===== src/rtl/core/flag_escape_deframer_crc16_macros.svh =====
// ---------------------------------------------------------------------------
// flag_escape_deframer_crc16 assertion macros
// Shared property forms for the deframer checks.
// ---------------------------------------------------------------------------
`ifndef FLAG_ESCAPE_DEFRAMER_CRC16_MACROS_SVH
`define FLAG_ESCAPE_DEFRAMER_CRC16_MACROS_SVH

// same-cycle implication
`define FEDC_ASSERT_NOW(label, ante, cons, msg) \
	label: assert property (@(posedge clk) disable iff (!arst_n) (ante) |-> (cons)) \
		else $error(msg);

// next-cycle implication
`define FEDC_ASSERT_NEXT(label, ante, cons, msg) \
	label: assert property (@(posedge clk) disable iff (!arst_n) (ante) |=> (cons)) \
		else $error(msg);

`endif


===== src/rtl/core/fedc_pkg.sv =====
// ---------------------------------------------------------------------------
// fedc_pkg
// Types, byte codes and CRC step shared by the deframer modules.
// ---------------------------------------------------------------------------
package fedc_pkg;

	localparam logic [7:0] FLAG_BYTE    = 8'h7E;
	localparam logic [7:0] ESC_BYTE     = 8'h7D;
	localparam logic [7:0] ESC_FOR_ESC  = 8'h5D;
	localparam logic [7:0] ESC_FOR_FLAG = 8'h5E;
	localparam logic [15:0] CRC_POLY    = 16'h1021;
	localparam logic [7:0] CFG_RESET    = 8'd15;

	localparam logic RES_DATA    = 1'b0;
	localparam logic RES_SUMMARY = 1'b1;

	localparam logic REG_MIN_LENGTH = 1'b0;
	localparam logic REG_CRC_SPAN   = 1'b1;

	typedef enum logic [1:0] {
		CMD_OPEN,
		CMD_DATA,
		CMD_CLOSE
	} cmd_kind_t;

	typedef struct packed {
		cmd_kind_t  kind;
		logic [7:0] data;
	} cmd_t;

	typedef struct packed {
		logic [7:0] min_length;
		logic [7:0] crc_span;
	} cfg_t;

	function automatic logic [15:0] crc_update(input logic [15:0] crc, input logic [7:0] b);
		logic [15:0] c;
		c = crc ^ {b, 8'h00};
		for (int k = 0; k < 8; k++) begin
			if (c[15]) begin
				c = {c[14:0], 1'b0} ^ CRC_POLY;
			end else begin
				c = {c[14:0], 1'b0};
			end
		end
		return c;
	endfunction

endpackage


===== src/rtl/core/flag_escape_deframer_crc16.sv =====
// An accepted word is stored in the middle queue, then its result in the result queue; the result ports show its head.
// Throughput: one word per cycle while neither queue is full; the front classifier and back CRC unit each handle one.
// A stall on the result side fills the result and middle queues before full rises.
// Reset (arst_n low): hunting for a flag, counts and CRC cleared, both registers 15.
// ---------------------------------------------------------------------------
// flag_escape_deframer_crc16
// Flag-delimited byte-stuffing deframer with CRC-16 and frame statistics.
// ---------------------------------------------------------------------------
`include "flag_escape_deframer_crc16_macros.svh"

module flag_escape_deframer_crc16 import fedc_pkg::*; #(
	parameter int MAX_FRAME = 256,
	parameter int MID_DEPTH = 4,
	parameter int OUT_DEPTH = 4,
	localparam int LEN_W    = $clog2(MAX_FRAME + 1)
) (
	input  logic             clk,
	input  logic             arst_n,
	input  logic             push,
	input  logic [7:0]       in_byte,
	output logic             full,
	output logic             empty,
	input  logic             pop,
	output logic             result_kind,
	output logic [7:0]       data_byte,
	output logic [LEN_W-1:0] frame_length,
	output logic [15:0]      frame_crc,
	output logic             length_ok,
	output logic [31:0]      frames_seen,
	output logic [31:0]      frames_good,
	input  logic             psel,
	input  logic             penable,
	input  logic             pwrite,
	input  logic [2:0]       paddr,
	input  logic [31:0]      pwdata,
	output logic [31:0]      prdata,
	output logic             pready
);

	localparam int CMD_W = $bits(cmd_t);
	localparam int RES_W = 1 + 8 + LEN_W + 16 + 1 + 32 + 32;

	cfg_t             cfg_q;
	logic             cmd_push;
	cmd_t             cmd_in;
	logic             mid_full;
	logic             mid_empty;
	logic [CMD_W-1:0] mid_head;
	logic             cmd_pop;
	logic             res_push;
	logic [RES_W-1:0] res;
	logic             out_full;
	logic [RES_W-1:0] out_head;

	assign pready = 1'b1;

	always_ff @(posedge clk or negedge arst_n) begin
		if (!arst_n) begin
			cfg_q.min_length <= CFG_RESET;
			cfg_q.crc_span   <= CFG_RESET;
		end else if (psel && penable && pwrite && pready) begin
			case (paddr[2])
				REG_MIN_LENGTH: cfg_q.min_length <= pwdata[7:0];
				REG_CRC_SPAN:   cfg_q.crc_span   <= pwdata[7:0];
				default:        cfg_q            <= cfg_q;
			endcase
		end
	end

	always_comb begin
		case (paddr[2])
			REG_MIN_LENGTH: prdata = {24'h0, cfg_q.min_length};
			REG_CRC_SPAN:   prdata = {24'h0, cfg_q.crc_span};
			default:        prdata = 32'h0;
		endcase
	end

	assign full = mid_full;

	fedc_front u_front (
		.clk      (clk),
		.arst_n   (arst_n),
		.push     (push),
		.in_byte  (in_byte),
		.stall    (mid_full),
		.cmd_push (cmd_push),
		.cmd      (cmd_in)
	);

	fedc_queue #(
		.WIDTH (CMD_W),
		.DEPTH (MID_DEPTH)
	) u_mid_queue (
		.clk       (clk),
		.arst_n    (arst_n),
		.push      (cmd_push),
		.push_data (cmd_in),
		.pop       (cmd_pop),
		.head      (mid_head),
		.full      (mid_full),
		.empty     (mid_empty)
	);

	fedc_back #(
		.MAX_FRAME (MAX_FRAME),
		.LEN_W     (LEN_W),
		.RES_W     (RES_W)
	) u_back (
		.clk       (clk),
		.arst_n    (arst_n),
		.cfg       (cfg_q),
		.cmd_valid (!mid_empty),
		.cmd       (cmd_t'(mid_head)),
		.res_ready (!out_full),
		.cmd_pop   (cmd_pop),
		.res_push  (res_push),
		.res       (res)
	);

	fedc_queue #(
		.WIDTH (RES_W),
		.DEPTH (OUT_DEPTH)
	) u_out_queue (
		.clk       (clk),
		.arst_n    (arst_n),
		.push      (res_push),
		.push_data (res),
		.pop       (pop),
		.head      (out_head),
		.full      (out_full),
		.empty     (empty)
	);

	assign {result_kind, data_byte, frame_length, frame_crc, length_ok,
		frames_seen, frames_good} = out_head;

	`FEDC_ASSERT_NOW(a_no_push_into_full_mid, cmd_push, !mid_full, "word pushed into full middle queue")
	`FEDC_ASSERT_NEXT(a_mid_holds_pushed_word, cmd_push, !mid_empty, "pushed word lost from middle queue")
	`FEDC_ASSERT_NOW(a_summary_has_both_flags, !empty && result_kind == RES_SUMMARY, frame_length >= LEN_W'(2) && frames_seen != 32'h0, "summary with impossible length or count")
	`FEDC_ASSERT_NOW(a_data_fields_clear, !empty && result_kind == RES_DATA, frame_crc == 16'h0 && frames_seen == 32'h0 && !length_ok, "data result carries summary fields")

endmodule


===== src/rtl/core/fedc_queue.sv =====
// ---------------------------------------------------------------------------
// fedc_queue
// Small first-in first-out word queue with registered storage.
// ---------------------------------------------------------------------------
module fedc_queue #(
	parameter int WIDTH = 8,
	parameter int DEPTH = 4
) (
	input  logic             clk,
	input  logic             arst_n,
	input  logic             push,
	input  logic [WIDTH-1:0] push_data,
	input  logic             pop,
	output logic [WIDTH-1:0] head,
	output logic             full,
	output logic             empty
);

	localparam int PTR_W = (DEPTH > 1) ? $clog2(DEPTH) : 1;
	localparam int CNT_W = $clog2(DEPTH + 1);

	logic [WIDTH-1:0] mem_q [DEPTH];
	logic [PTR_W-1:0] wr_ptr_q;
	logic [PTR_W-1:0] rd_ptr_q;
	logic [CNT_W-1:0] count_q;
	logic             do_push;
	logic             do_pop;

	assign full    = (count_q == CNT_W'(DEPTH));
	assign empty   = (count_q == '0);
	assign do_push = push && !full;
	assign do_pop  = pop && !empty;
	assign head    = mem_q[rd_ptr_q];

	function automatic logic [PTR_W-1:0] next_ptr(input logic [PTR_W-1:0] p);
		logic [PTR_W-1:0] n;
		if (p == PTR_W'(DEPTH - 1)) begin
			n = '0;
		end else begin
			n = p + PTR_W'(1);
		end
		return n;
	endfunction

	always_ff @(posedge clk) begin
		if (do_push) begin
			mem_q[wr_ptr_q] <= push_data;
		end
	end

	always_ff @(posedge clk or negedge arst_n) begin
		if (!arst_n) begin
			wr_ptr_q <= '0;
			rd_ptr_q <= '0;
			count_q  <= '0;
		end else begin
			if (do_push) begin
				wr_ptr_q <= next_ptr(wr_ptr_q);
			end
			if (do_pop) begin
				rd_ptr_q <= next_ptr(rd_ptr_q);
			end
			if (do_push && !do_pop) begin
				count_q <= count_q + CNT_W'(1);
			end else if (do_pop && !do_push) begin
				count_q <= count_q - CNT_W'(1);
			end
		end
	end

endmodule


===== src/rtl/core/fedc_front.sv =====
// ---------------------------------------------------------------------------
// fedc_front
// Hunts for the opening flag, undoes escapes and classifies each word.
// ---------------------------------------------------------------------------
module fedc_front import fedc_pkg::*; (
	input  logic       clk,
	input  logic       arst_n,
	input  logic       push,
	input  logic [7:0] in_byte,
	input  logic       stall,
	output logic       cmd_push,
	output cmd_t       cmd
);

	logic in_frame_q;
	logic esc_q;
	logic in_frame_d;
	logic esc_d;

	always_comb begin
		cmd_push   = 1'b0;
		cmd.kind   = CMD_DATA;
		cmd.data   = in_byte;
		in_frame_d = in_frame_q;
		esc_d      = esc_q;
		if (push && !stall) begin
			if (!in_frame_q) begin
				if (in_byte == FLAG_BYTE) begin
					cmd_push   = 1'b1;
					cmd.kind   = CMD_OPEN;
					in_frame_d = 1'b1;
					esc_d      = 1'b0;
				end
			end else if (in_byte == FLAG_BYTE) begin
				cmd_push   = 1'b1;
				cmd.kind   = CMD_CLOSE;
				in_frame_d = 1'b0;
				esc_d      = 1'b0;
			end else if (esc_q) begin
				esc_d = 1'b0;
				case (in_byte)
					ESC_FOR_ESC: begin
						cmd_push = 1'b1;
						cmd.data = ESC_BYTE;
					end
					ESC_FOR_FLAG: begin
						cmd_push = 1'b1;
						cmd.data = FLAG_BYTE;
					end
					ESC_BYTE: begin
						esc_d = 1'b1;
					end
					default: begin
						cmd_push = 1'b1;
					end
				endcase
			end else if (in_byte == ESC_BYTE) begin
				esc_d = 1'b1;
			end else begin
				cmd_push = 1'b1;
			end
		end
	end

	always_ff @(posedge clk or negedge arst_n) begin
		if (!arst_n) begin
			in_frame_q <= 1'b0;
			esc_q      <= 1'b0;
		end else begin
			in_frame_q <= in_frame_d;
			esc_q      <= esc_d;
		end
	end

endmodule


===== src/rtl/core/fedc_back.sv =====
// ---------------------------------------------------------------------------
// fedc_back
// Counts and checksums stored words and builds data and summary results.
// ---------------------------------------------------------------------------
module fedc_back import fedc_pkg::*; #(
	parameter int MAX_FRAME = 256,
	parameter int LEN_W     = $clog2(MAX_FRAME + 1),
	parameter int RES_W     = 1 + 8 + LEN_W + 16 + 1 + 32 + 32
) (
	input  logic             clk,
	input  logic             arst_n,
	input  cfg_t             cfg,
	input  logic             cmd_valid,
	input  cmd_t             cmd,
	input  logic             res_ready,
	output logic             cmd_pop,
	output logic             res_push,
	output logic [RES_W-1:0] res
);

	localparam int CMP_W = (LEN_W > 8) ? LEN_W : 8;

	logic [LEN_W-1:0] count_q;
	logic [15:0]      crc_q;
	logic [31:0]      seen_q;
	logic [31:0]      good_q;

	logic             go;
	logic             opening;
	logic             closing;
	logic [LEN_W-1:0] base_count;
	logic [15:0]      base_crc;
	logic [LEN_W-1:0] new_count;
	logic [15:0]      new_crc;
	logic             ok;
	logic [31:0]      seen_next;
	logic [31:0]      good_next;

	assign go       = cmd_valid && res_ready;
	assign cmd_pop  = go;
	assign res_push = go;
	assign opening  = (cmd.kind == CMD_OPEN);
	assign closing  = (cmd.kind == CMD_CLOSE);

	always_comb begin
		base_count = opening ? '0 : count_q;
		base_crc   = opening ? '0 : crc_q;
		new_count  = base_count;
		new_crc    = base_crc;
		if (base_count < LEN_W'(MAX_FRAME)) begin
			new_count = base_count + LEN_W'(1);
			if (CMP_W'(base_count) < CMP_W'(cfg.crc_span)) begin
				new_crc = crc_update(base_crc, cmd.data);
			end
		end
		ok        = (CMP_W'(new_count) >= CMP_W'(cfg.min_length));
		seen_next = seen_q + 32'd1;
		good_next = good_q + 32'(ok);
	end

	always_comb begin
		if (closing) begin
			res = {RES_SUMMARY, cmd.data, new_count, new_crc, ok, seen_next, good_next};
		end else begin
			res = {RES_DATA, cmd.data, {LEN_W{1'b0}}, 16'h0000, 1'b0, 32'h0, 32'h0};
		end
	end

	always_ff @(posedge clk or negedge arst_n) begin
		if (!arst_n) begin
			count_q <= '0;
			crc_q   <= '0;
			seen_q  <= '0;
			good_q  <= '0;
		end else if (go) begin
			count_q <= new_count;
			crc_q   <= new_crc;
			if (closing) begin
				seen_q <= seen_next;
				good_q <= good_next;
			end
		end
	end

endmodule

===== config.mk =====
export PLATFORM = sky130hd
export DESIGN_NAME = flag_escape_deframer_crc16
export DESIGN_NICKNAME = d
export VERILOG_FILES = /design/src/rtl/core/fedc_pkg.sv /design/src/rtl/core/flag_escape_deframer_crc16.sv /design/src/rtl/core/fedc_queue.sv /design/src/rtl/core/fedc_front.sv /design/src/rtl/core/fedc_back.sv
export VERILOG_INCLUDE_DIRS = /design/src /design/src/rtl/core
export SDC_FILE = /design/constraint.sdc
export NUM_CORES = 1
export LEC_CHECK = 0
export ABC_AREA = 1
export BUFFER_PORTS_ARGS = -buffer_cell sky130_fd_sc_hd__buf_4
export CORE_MARGIN = 2
export CORE_UTILIZATION = 35
export CTS_CLUSTER_SIZE = 8
export DETAILED_ROUTE_END_ITERATION = 8
export MAX_ROUTING_LAYER = met4
export PLACE_DENSITY = 0.49
export SLEW_MARGIN = 0
export SYNTH_ARGS = -nofsm -noshare
export SYNTH_HDL_FRONTEND = slang
export SYNTH_SLANG_ARGS = --single-unit

===== constraint.sdc =====
create_clock -name clk -period 8.72 [get_ports clk]
set_input_delay 0.872 -clock clk [delete_from_list [all_inputs] [get_ports clk]]
set_output_delay 0.872 -clock clk [all_outputs]
set_load 0.1 [all_outputs]

==> reports/metrics.sh, run 1 <==
STATUS='finished clean'
FINAL_CELLS=3461
ROOT_BUFFER='clkbuf_16'
FINAL_WTD_CONGESTION=0.829
PATH_MAX_FANOUT=36
CLOCK_LATENCY_REPORTED_FOR_THE_LATE_SIDE_OF_THE_WORST_SKEW_PAIR_NS=0.62
FINALSETUPTNS_NS=0
CRITPATHSLOWESTCELL='dfrtp_1'
POST_SYNTH_NUM_CELL_TYPES=50
CRITICAL_PATH_REQUIRED_NS=9.14
GLOBAL_ROUTE_WIRE_LENGTH_BEFORE_REPAIR_UM=93700
LAYOUT.NETS=2542
WORSTSETUPPATHDEPTH=31
CRITICAL_PATH_CLASS='register to register'
TOP_LEVEL_PORTS=184
CTS_RESIZED=0
ROUTED_WIRELENGTH_UM=60100
CRITPATHMOSTFREQUENTCELL='nor2_1'
SETUP.WORST_PATH.END_CLASS='register'
CTS_MAX_LEVEL=3
ANT_NETS=0
INITIALDRTVIOLATIONCOUNT=1253
FP.DIEAREA_UM2=72700
SYNTH_ENABLE_FLOP_CELLS=436
DIE_WIDTH_UM=270
INITIAL_UTILIZATION_PCT=35.3
CRITICAL_PATH.N_BUFFERS_INVERTERS=5
ASYNC_FLOP_SHARE_PCT=21.7
DPL_CELL_AREA_UM2=26500
CRIT_ARRIVAL_NS=6.69
DRT_PASS_1_ITERS=5
FINAL-SETUP-VIOL-COUNT=0
WIRE_PER_INST_UM=17.4
N_FILL_CELL=6769
DRC_ERRORS=0
VIAS_PER_CELL=4.81
ANTENNA_CELLS=0
CLOCK_SINKS=557
CTS_MAX_PATH_BUFFERS=3
MIN_PERIOD_OVER_PERIOD_PCT=71.8
CTS_POST_SETUP_BUFFERS_INSERTED=0
COREAREA_UM2=69900
CRIT-REG2REG-LAUNCH='u_mid_queue.rd_ptr_q[0]'
POSTSYNTHCELLCOUNT=2337
NETLIST.AREA_LEADER.SHARE_PCT=53.0
VIAS=16651
COUNT_LEADER_SYNTH='edfxtp_1'
MULTI_INPUT_AREA_UM2=7310
CTS_BUFFERS=80
MOST_AREA_HUNGRY_CELL_TYPE_IN_THE_YOSYS_NETLIST='edfxtp_1'
FLOORPLAN.DIE.HEIGHT_UM=270
TRITONCTS_CLOCK_TREE='done'
SYN_AREA_PER_CELL_UM2=10.6
SYN_AREA_UM2=24700
PLACEMENT_ROWS=97
MAX_CAP_VIOLATIONS=0
LAYOUT_MIN_CYCLE_TIME_NS=6.26
RSZ0062_AT_GRT='false'
SLEW-LIMIT-HEADROOM_PCT=28.3
SYNTHESIS.YOSYS.WARNINGS=0
CRITICAL_PATH.STARTPOINT_TYPE='register'
FINAL_LAYOUT_SIZE_SUFFIX_GT1_SHARE_PCT=12.0
TIMING.CRITICAL_PATH.SLOWEST_CELL_DELAY_NS=0.95
GROUTE.USAGE.OVERALL_PCT=16.9
FMAX_MHz=160
GRT_REMAINING_OVERFLOW=0
PLACE.DETAILED.HPWL_UM=35700
LARGEST_NET_DEGREE_AT_THE_START_OF_GLOBAL_ROUTING=105
GRT_ANTENNA_BEFORE_REPAIR=0
R2R_SLACK_NS=2.46
SYNTH_SEQ_AREA_SHARE_PCT=65.3
SEQUENTIAL_CELL_AREA_UM2=16100
CRIT_START='u_mid_queue.rd_ptr_q[0]'
CLK_PIN_SLEW_NS=0.05
NUMPORTBUFFERS=132
WORST_PIN_SLEW_NS=1.07
SYNTHTOLAYOUTAREAGROWTH_PCT=16.7
GRT_PASS1_VIAS=16590
INSTANCE_COUNT_AFTER_PLACEMENT_WITH_TAP_CELLS_INCLUDED=3314
PATH_DELAY_FAMILY='simple AND/OR/NAND/NOR gates'
WORST_CLOCK_SKEW_NS=0.0305
HOLD_VIOLATIONS=0
POSTLAYOUTCELLAREA_UM2=28800
MAXSLEWVIOLCOUNT=0
YOSYS-TOP-CELLS-COUNT='436 x edfxtp_1, 399 x nand2_1, 343 x nor2_1, 289 x o21ai_0, 179 x inv_1'
YS_SEQ_ELEMENTS=557
CTS.HOLD.BUFFERS_ADDED=0
R2R_CELLS=31
NETLIST_TOP_CELLS_AREA='edfxtp_1 53%, dfrtp_1 11%, nand2_1 6.1%'
HOLD_PATH.CLASS='primary input to async pin'
SYNTH_FF_TYPE='edfxtp_1'
==> placed cells by master (no fill, tap or decap), types with 34 or more instances in the layout <==
cell type	instances
inv_1	179
nor2_1	339
clkbuf_16	80
nand2_1	398
ha_1	34
edfxtp_1	436
xor2_1	39
nand3_1	65
dfrtp_1	111
clkbuf_1	59
buf_4	152
o22ai_1	100
o21ai_0	289
==> registers in the layout, indices dropped and copies added (netlist names) <==
register / flops
u_out_queue.mem_q: 396
u_mid_queue.mem_q: 40
u_back.good_q: 32
u_back.seen_q: 32
cfg_q: 16
u_back.crc_q: 16
u_back.count_q: 9
u_mid_queue.count_q: 3
u_out_queue.count_q: 3
u_mid_queue.rd_ptr_q: 2
u_mid_queue.wr_ptr_q: 2
u_out_queue.rd_ptr_q: 2
u_out_queue.wr_ptr_q: 2
u_front.esc_q: 1
u_front.in_frame_q: 1
==> layout make-up <==
class	instances	area share, %
multi-input combinational	1477	25.4
sequential	557	56.0
inverter	188	2.48
timing repair buffer	152	3.96
clock buffer	141	7.81
clock inverter	6	0.300
tap	940	4.08
==> worst paths after layout <==
kind / end
max: u_out_queue.mem_q[2][20]
min: u_front.esc_q
max reg2reg: u_out_queue.mem_q[2][20]
min reg2reg: u_back.crc_q[7]
max in group asynchronous: u_out_queue.rd_ptr_q[0]
min in group clk: u_mid_queue.mem_q[3][7]
==> routing by layer <==
layer	GRT usage (%)	routed length [um]	vias to the layer above
li1	-	-	8206
met1	21.0	26800	8068
met2	28.0	29200	282
met3	2.91	2440	95
met4	5.73	1530	0
met5	-	0	-
==> kinds of logic after synthesis <==
group / count (synthesis) / share of synthesized area (%)
flops: 557 / 65.3
xor+xnor: 61 / 2.16
compound gates: 448 / 9.69
simple gates: 904 / 15.2
mux: 3 / 0.137
fa+ha+maj: 36 / 1.89
other cells: 2 / 0.0304
buf+inv: 326 / 5.54
==> worst register-to-register path: cells and delay by family, from the launching register on <==
| kind | cells | cell delay, ns |
|---|---|---|
| compound gates | 4 | 0.49 |
| xor+xnor | 2 | 0.45 |
| fa+ha+maj | 4 | 0.98 |
| buf+inv | 5 | 0.78 |
| flops | 1 | 0.95 |
| simple gates | 16 | 2.44 |
==> metrics by stage <==
stage               hold slack [ns]  utilization [%]  setup slack [ns]
floorplan                     0.449                -              3.14
global placement              0.463             37.9              2.41
detailed placement            0.470             37.9              2.45
CTS                           0.146             41.2              2.44
global route                  0.175             41.2              1.70
finish                        0.165             41.2              2.46
Power of run 1 is not shown: default switching activity piles up to over one toggle a cycle in this logic, so the estimate is an artifact.
==> run 2, diff against run 1 <==
==> constraint.sdc (replaced) <==
create_clock -name clk -period 6.2 [get_ports clk]
set_input_delay 0.62 -clock clk [delete_from_list [all_inputs] [get_ports clk]]
set_output_delay 0.62 -clock clk [all_outputs]
set_load 0.1 [all_outputs]
==> reports/metrics.sh, run 2 (synthesized netlist as in run 1, its figures left out) <==
STATUS='finished clean'
CRITPATHSLOWESTCELL='dfrtp_1'
CTS_POST_SETUP_BUFFERS_INSERTED=0
N_FILL_CELL=6820
CRIT_ARRIVAL_NS=5.82
ROOT_BUFFER='clkbuf_16'
TOP_REGISTERS='u_out_queue.mem_q (396), u_mid_queue.mem_q (40)'
CTS_MAX_PATH_BUFFERS=3
CRITICAL_PATH_REQUIRED_NS=6.61
CRITPATHMOSTFREQUENTCELL='nor2_1'
SETUP.WORST_PATH.END_CLASS='register'
ROUTED_WIRELENGTH_UM=59800
COREAREA_UM2=69900
MAX_CAP_VIOLATIONS=0
LAYOUT_MIN_CYCLE_TIME_NS=5.42
DRC_ERRORS=0
NUMPORTBUFFERS=132
TRITONCTS_CLOCK_TREE='done'
WORST_PIN_SLEW_NS=1.00
TOP_LEVEL_PORTS=184
GRT_PASS1_VIAS=16456
GRT_REMAINING_OVERFLOW=0
LARGEST_REGISTER_FFS=396
CTS.HOLD.BUFFERS_ADDED=0
FINAL_WTD_CONGESTION=0.831
FINAL_LAYOUT_SIZE_SUFFIX_GT1_SHARE_PCT=12.3
DIE_WIDTH_UM=270
REGISTERS.TOP_BY_FF_COUNT='u_out_queue.mem_q'
CRITICAL_PATH.STARTPOINT_TYPE='register'
GLOBAL_ROUTE_WIRE_LENGTH_BEFORE_REPAIR_UM=94100
FLOORPLAN.DIE.HEIGHT_UM=270
LAYOUT.CELLS.MOST_COMMON_LIST='436 x edfxtp_1, 398 x nand2_1, 339 x nor2_1, 289 x o21ai_0, 179 x inv_1'
CTS_RESIZED=0
ANTENNA_CELLS=0
SYNTHTOLAYOUTAREAGROWTH_PCT=16.9
FP.DIEAREA_UM2=72700
GROUTE.USAGE.OVERALL_PCT=16.9
CTS_MAX_LEVEL=3
VIAS_PER_CELL=4.81
DRT_PASS_1_ITERS=5
FINALSETUPTNS_NS=0
PLACE.DETAILED.HPWL_UM=36400
ANT_NETS=0
SLEW-LIMIT-HEADROOM_PCT=33.2
LAYOUT.NETS=2549
GRT_ANTENNA_BEFORE_REPAIR=0
FIN_WORST_HOLD_SLACK_NS=0.0526
CLOCK_SINKS=557
TIMING.CRITICAL_PATH.SLOWEST_CELL_DELAY_NS=0.66
CLK_PIN_SLEW_NS=0.05
FMAX_MHz=185
FINAL-SETUP-VIOL-COUNT=0
CTS_BUFFERS=80
RSZ0062_AT_GRT='false'
INITIAL_UTILIZATION_PCT=35.3
PLACEMENT_ROWS=97
CLOCK_LATENCY_REPORTED_FOR_THE_LATE_SIDE_OF_THE_WORST_SKEW_PAIR_NS=0.62
MIN_PERIOD_OVER_PERIOD_PCT=87.4
LARGEST_NET_DEGREE_AT_THE_START_OF_GLOBAL_ROUTING=110
HOLD_VIOLATIONS=0
HOLD_PATH.CLASS='primary input to async pin'
VIAS=16661
WORST_CLOCK_SKEW_NS=0.0356
WIRE_PER_INST_UM=17.3
INITIALDRTVIOLATIONCOUNT=1124
PATH_MAX_FANOUT=12
MAXSLEWVIOLCOUNT=0
CRITICAL_PATH_CLASS='register to register'
FINAL_COMMON_CELL='edfxtp_1'
[run 2: worst max-delay path, delay by kind of cell (launching register included)]
| kind | cells | cell delay (ns) |
|---|---|---|
| buf+inv | 3 | 0.36 |
| xor+xnor | 1 | 0.24 |
| simple gates | 19 | 2.95 |
| fa+ha+maj | 4 | 0.72 |
| compound gates | 1 | 0.25 |
| flops | 1 | 0.66 |
[run 2: layer usage]
metal	track usage, %	up-vias	share of wire, %
li1	-	8210	-
met1	21.8	8073	46
met2	27.2	292	48
met3	3.26	86	4.4
met4	4.55	0	1.9
met5	-	-	0
[run 2: stage by stage]
stage | instance area (um^2) | utilization [%] | setup WS, ns | std cells
after global routing | 28900 | 41.3 | 0.0648 | 3464
after global placement | 26500 | 38.0 | 0.787 | 3321
after detailed placement | 26500 | 38.0 | 0.753 | 3321
after CTS | 28900 | 41.3 | 0.706 | 3464
final | 28900 | 41.3 | 0.782 | 3464
after floorplan | 24800 | - | 0.624 | 2360
[run 2: final cells by class]
type	count	area (um^2)	area share [%]
tap	940	1180	4.08
inverter	188	716	2.48
clock buffer	138	2270	7.88
timing repair buffer	159	1190	4.14
sequential	557	16100	55.9
clock inverter	5	46.3	0.160
multi-input combinational	1477	7310	25.3
[run 2: worst paths after layout]
check,endpoint,slack (ns),start,cells past startpoint
setup / recovery,u_out_queue.mem_q[0][26],0.78,u_mid_queue.rd_ptr_q[1],28
max in group asynchronous,u_out_queue.rd_ptr_q[0],4.57,arst_n,2
setup reg to reg,u_out_queue.mem_q[0][26],0.78,u_mid_queue.rd_ptr_q[1],28
hold / removal,u_front.esc_q,0.05,arst_n,1
min in group clk,u_mid_queue.mem_q[3][7],0.22,in_byte[7],1
hold reg to reg,u_back.crc_q[6],0.48,u_back.crc_q[6],2
Power of run 2 is left out for the same reason.
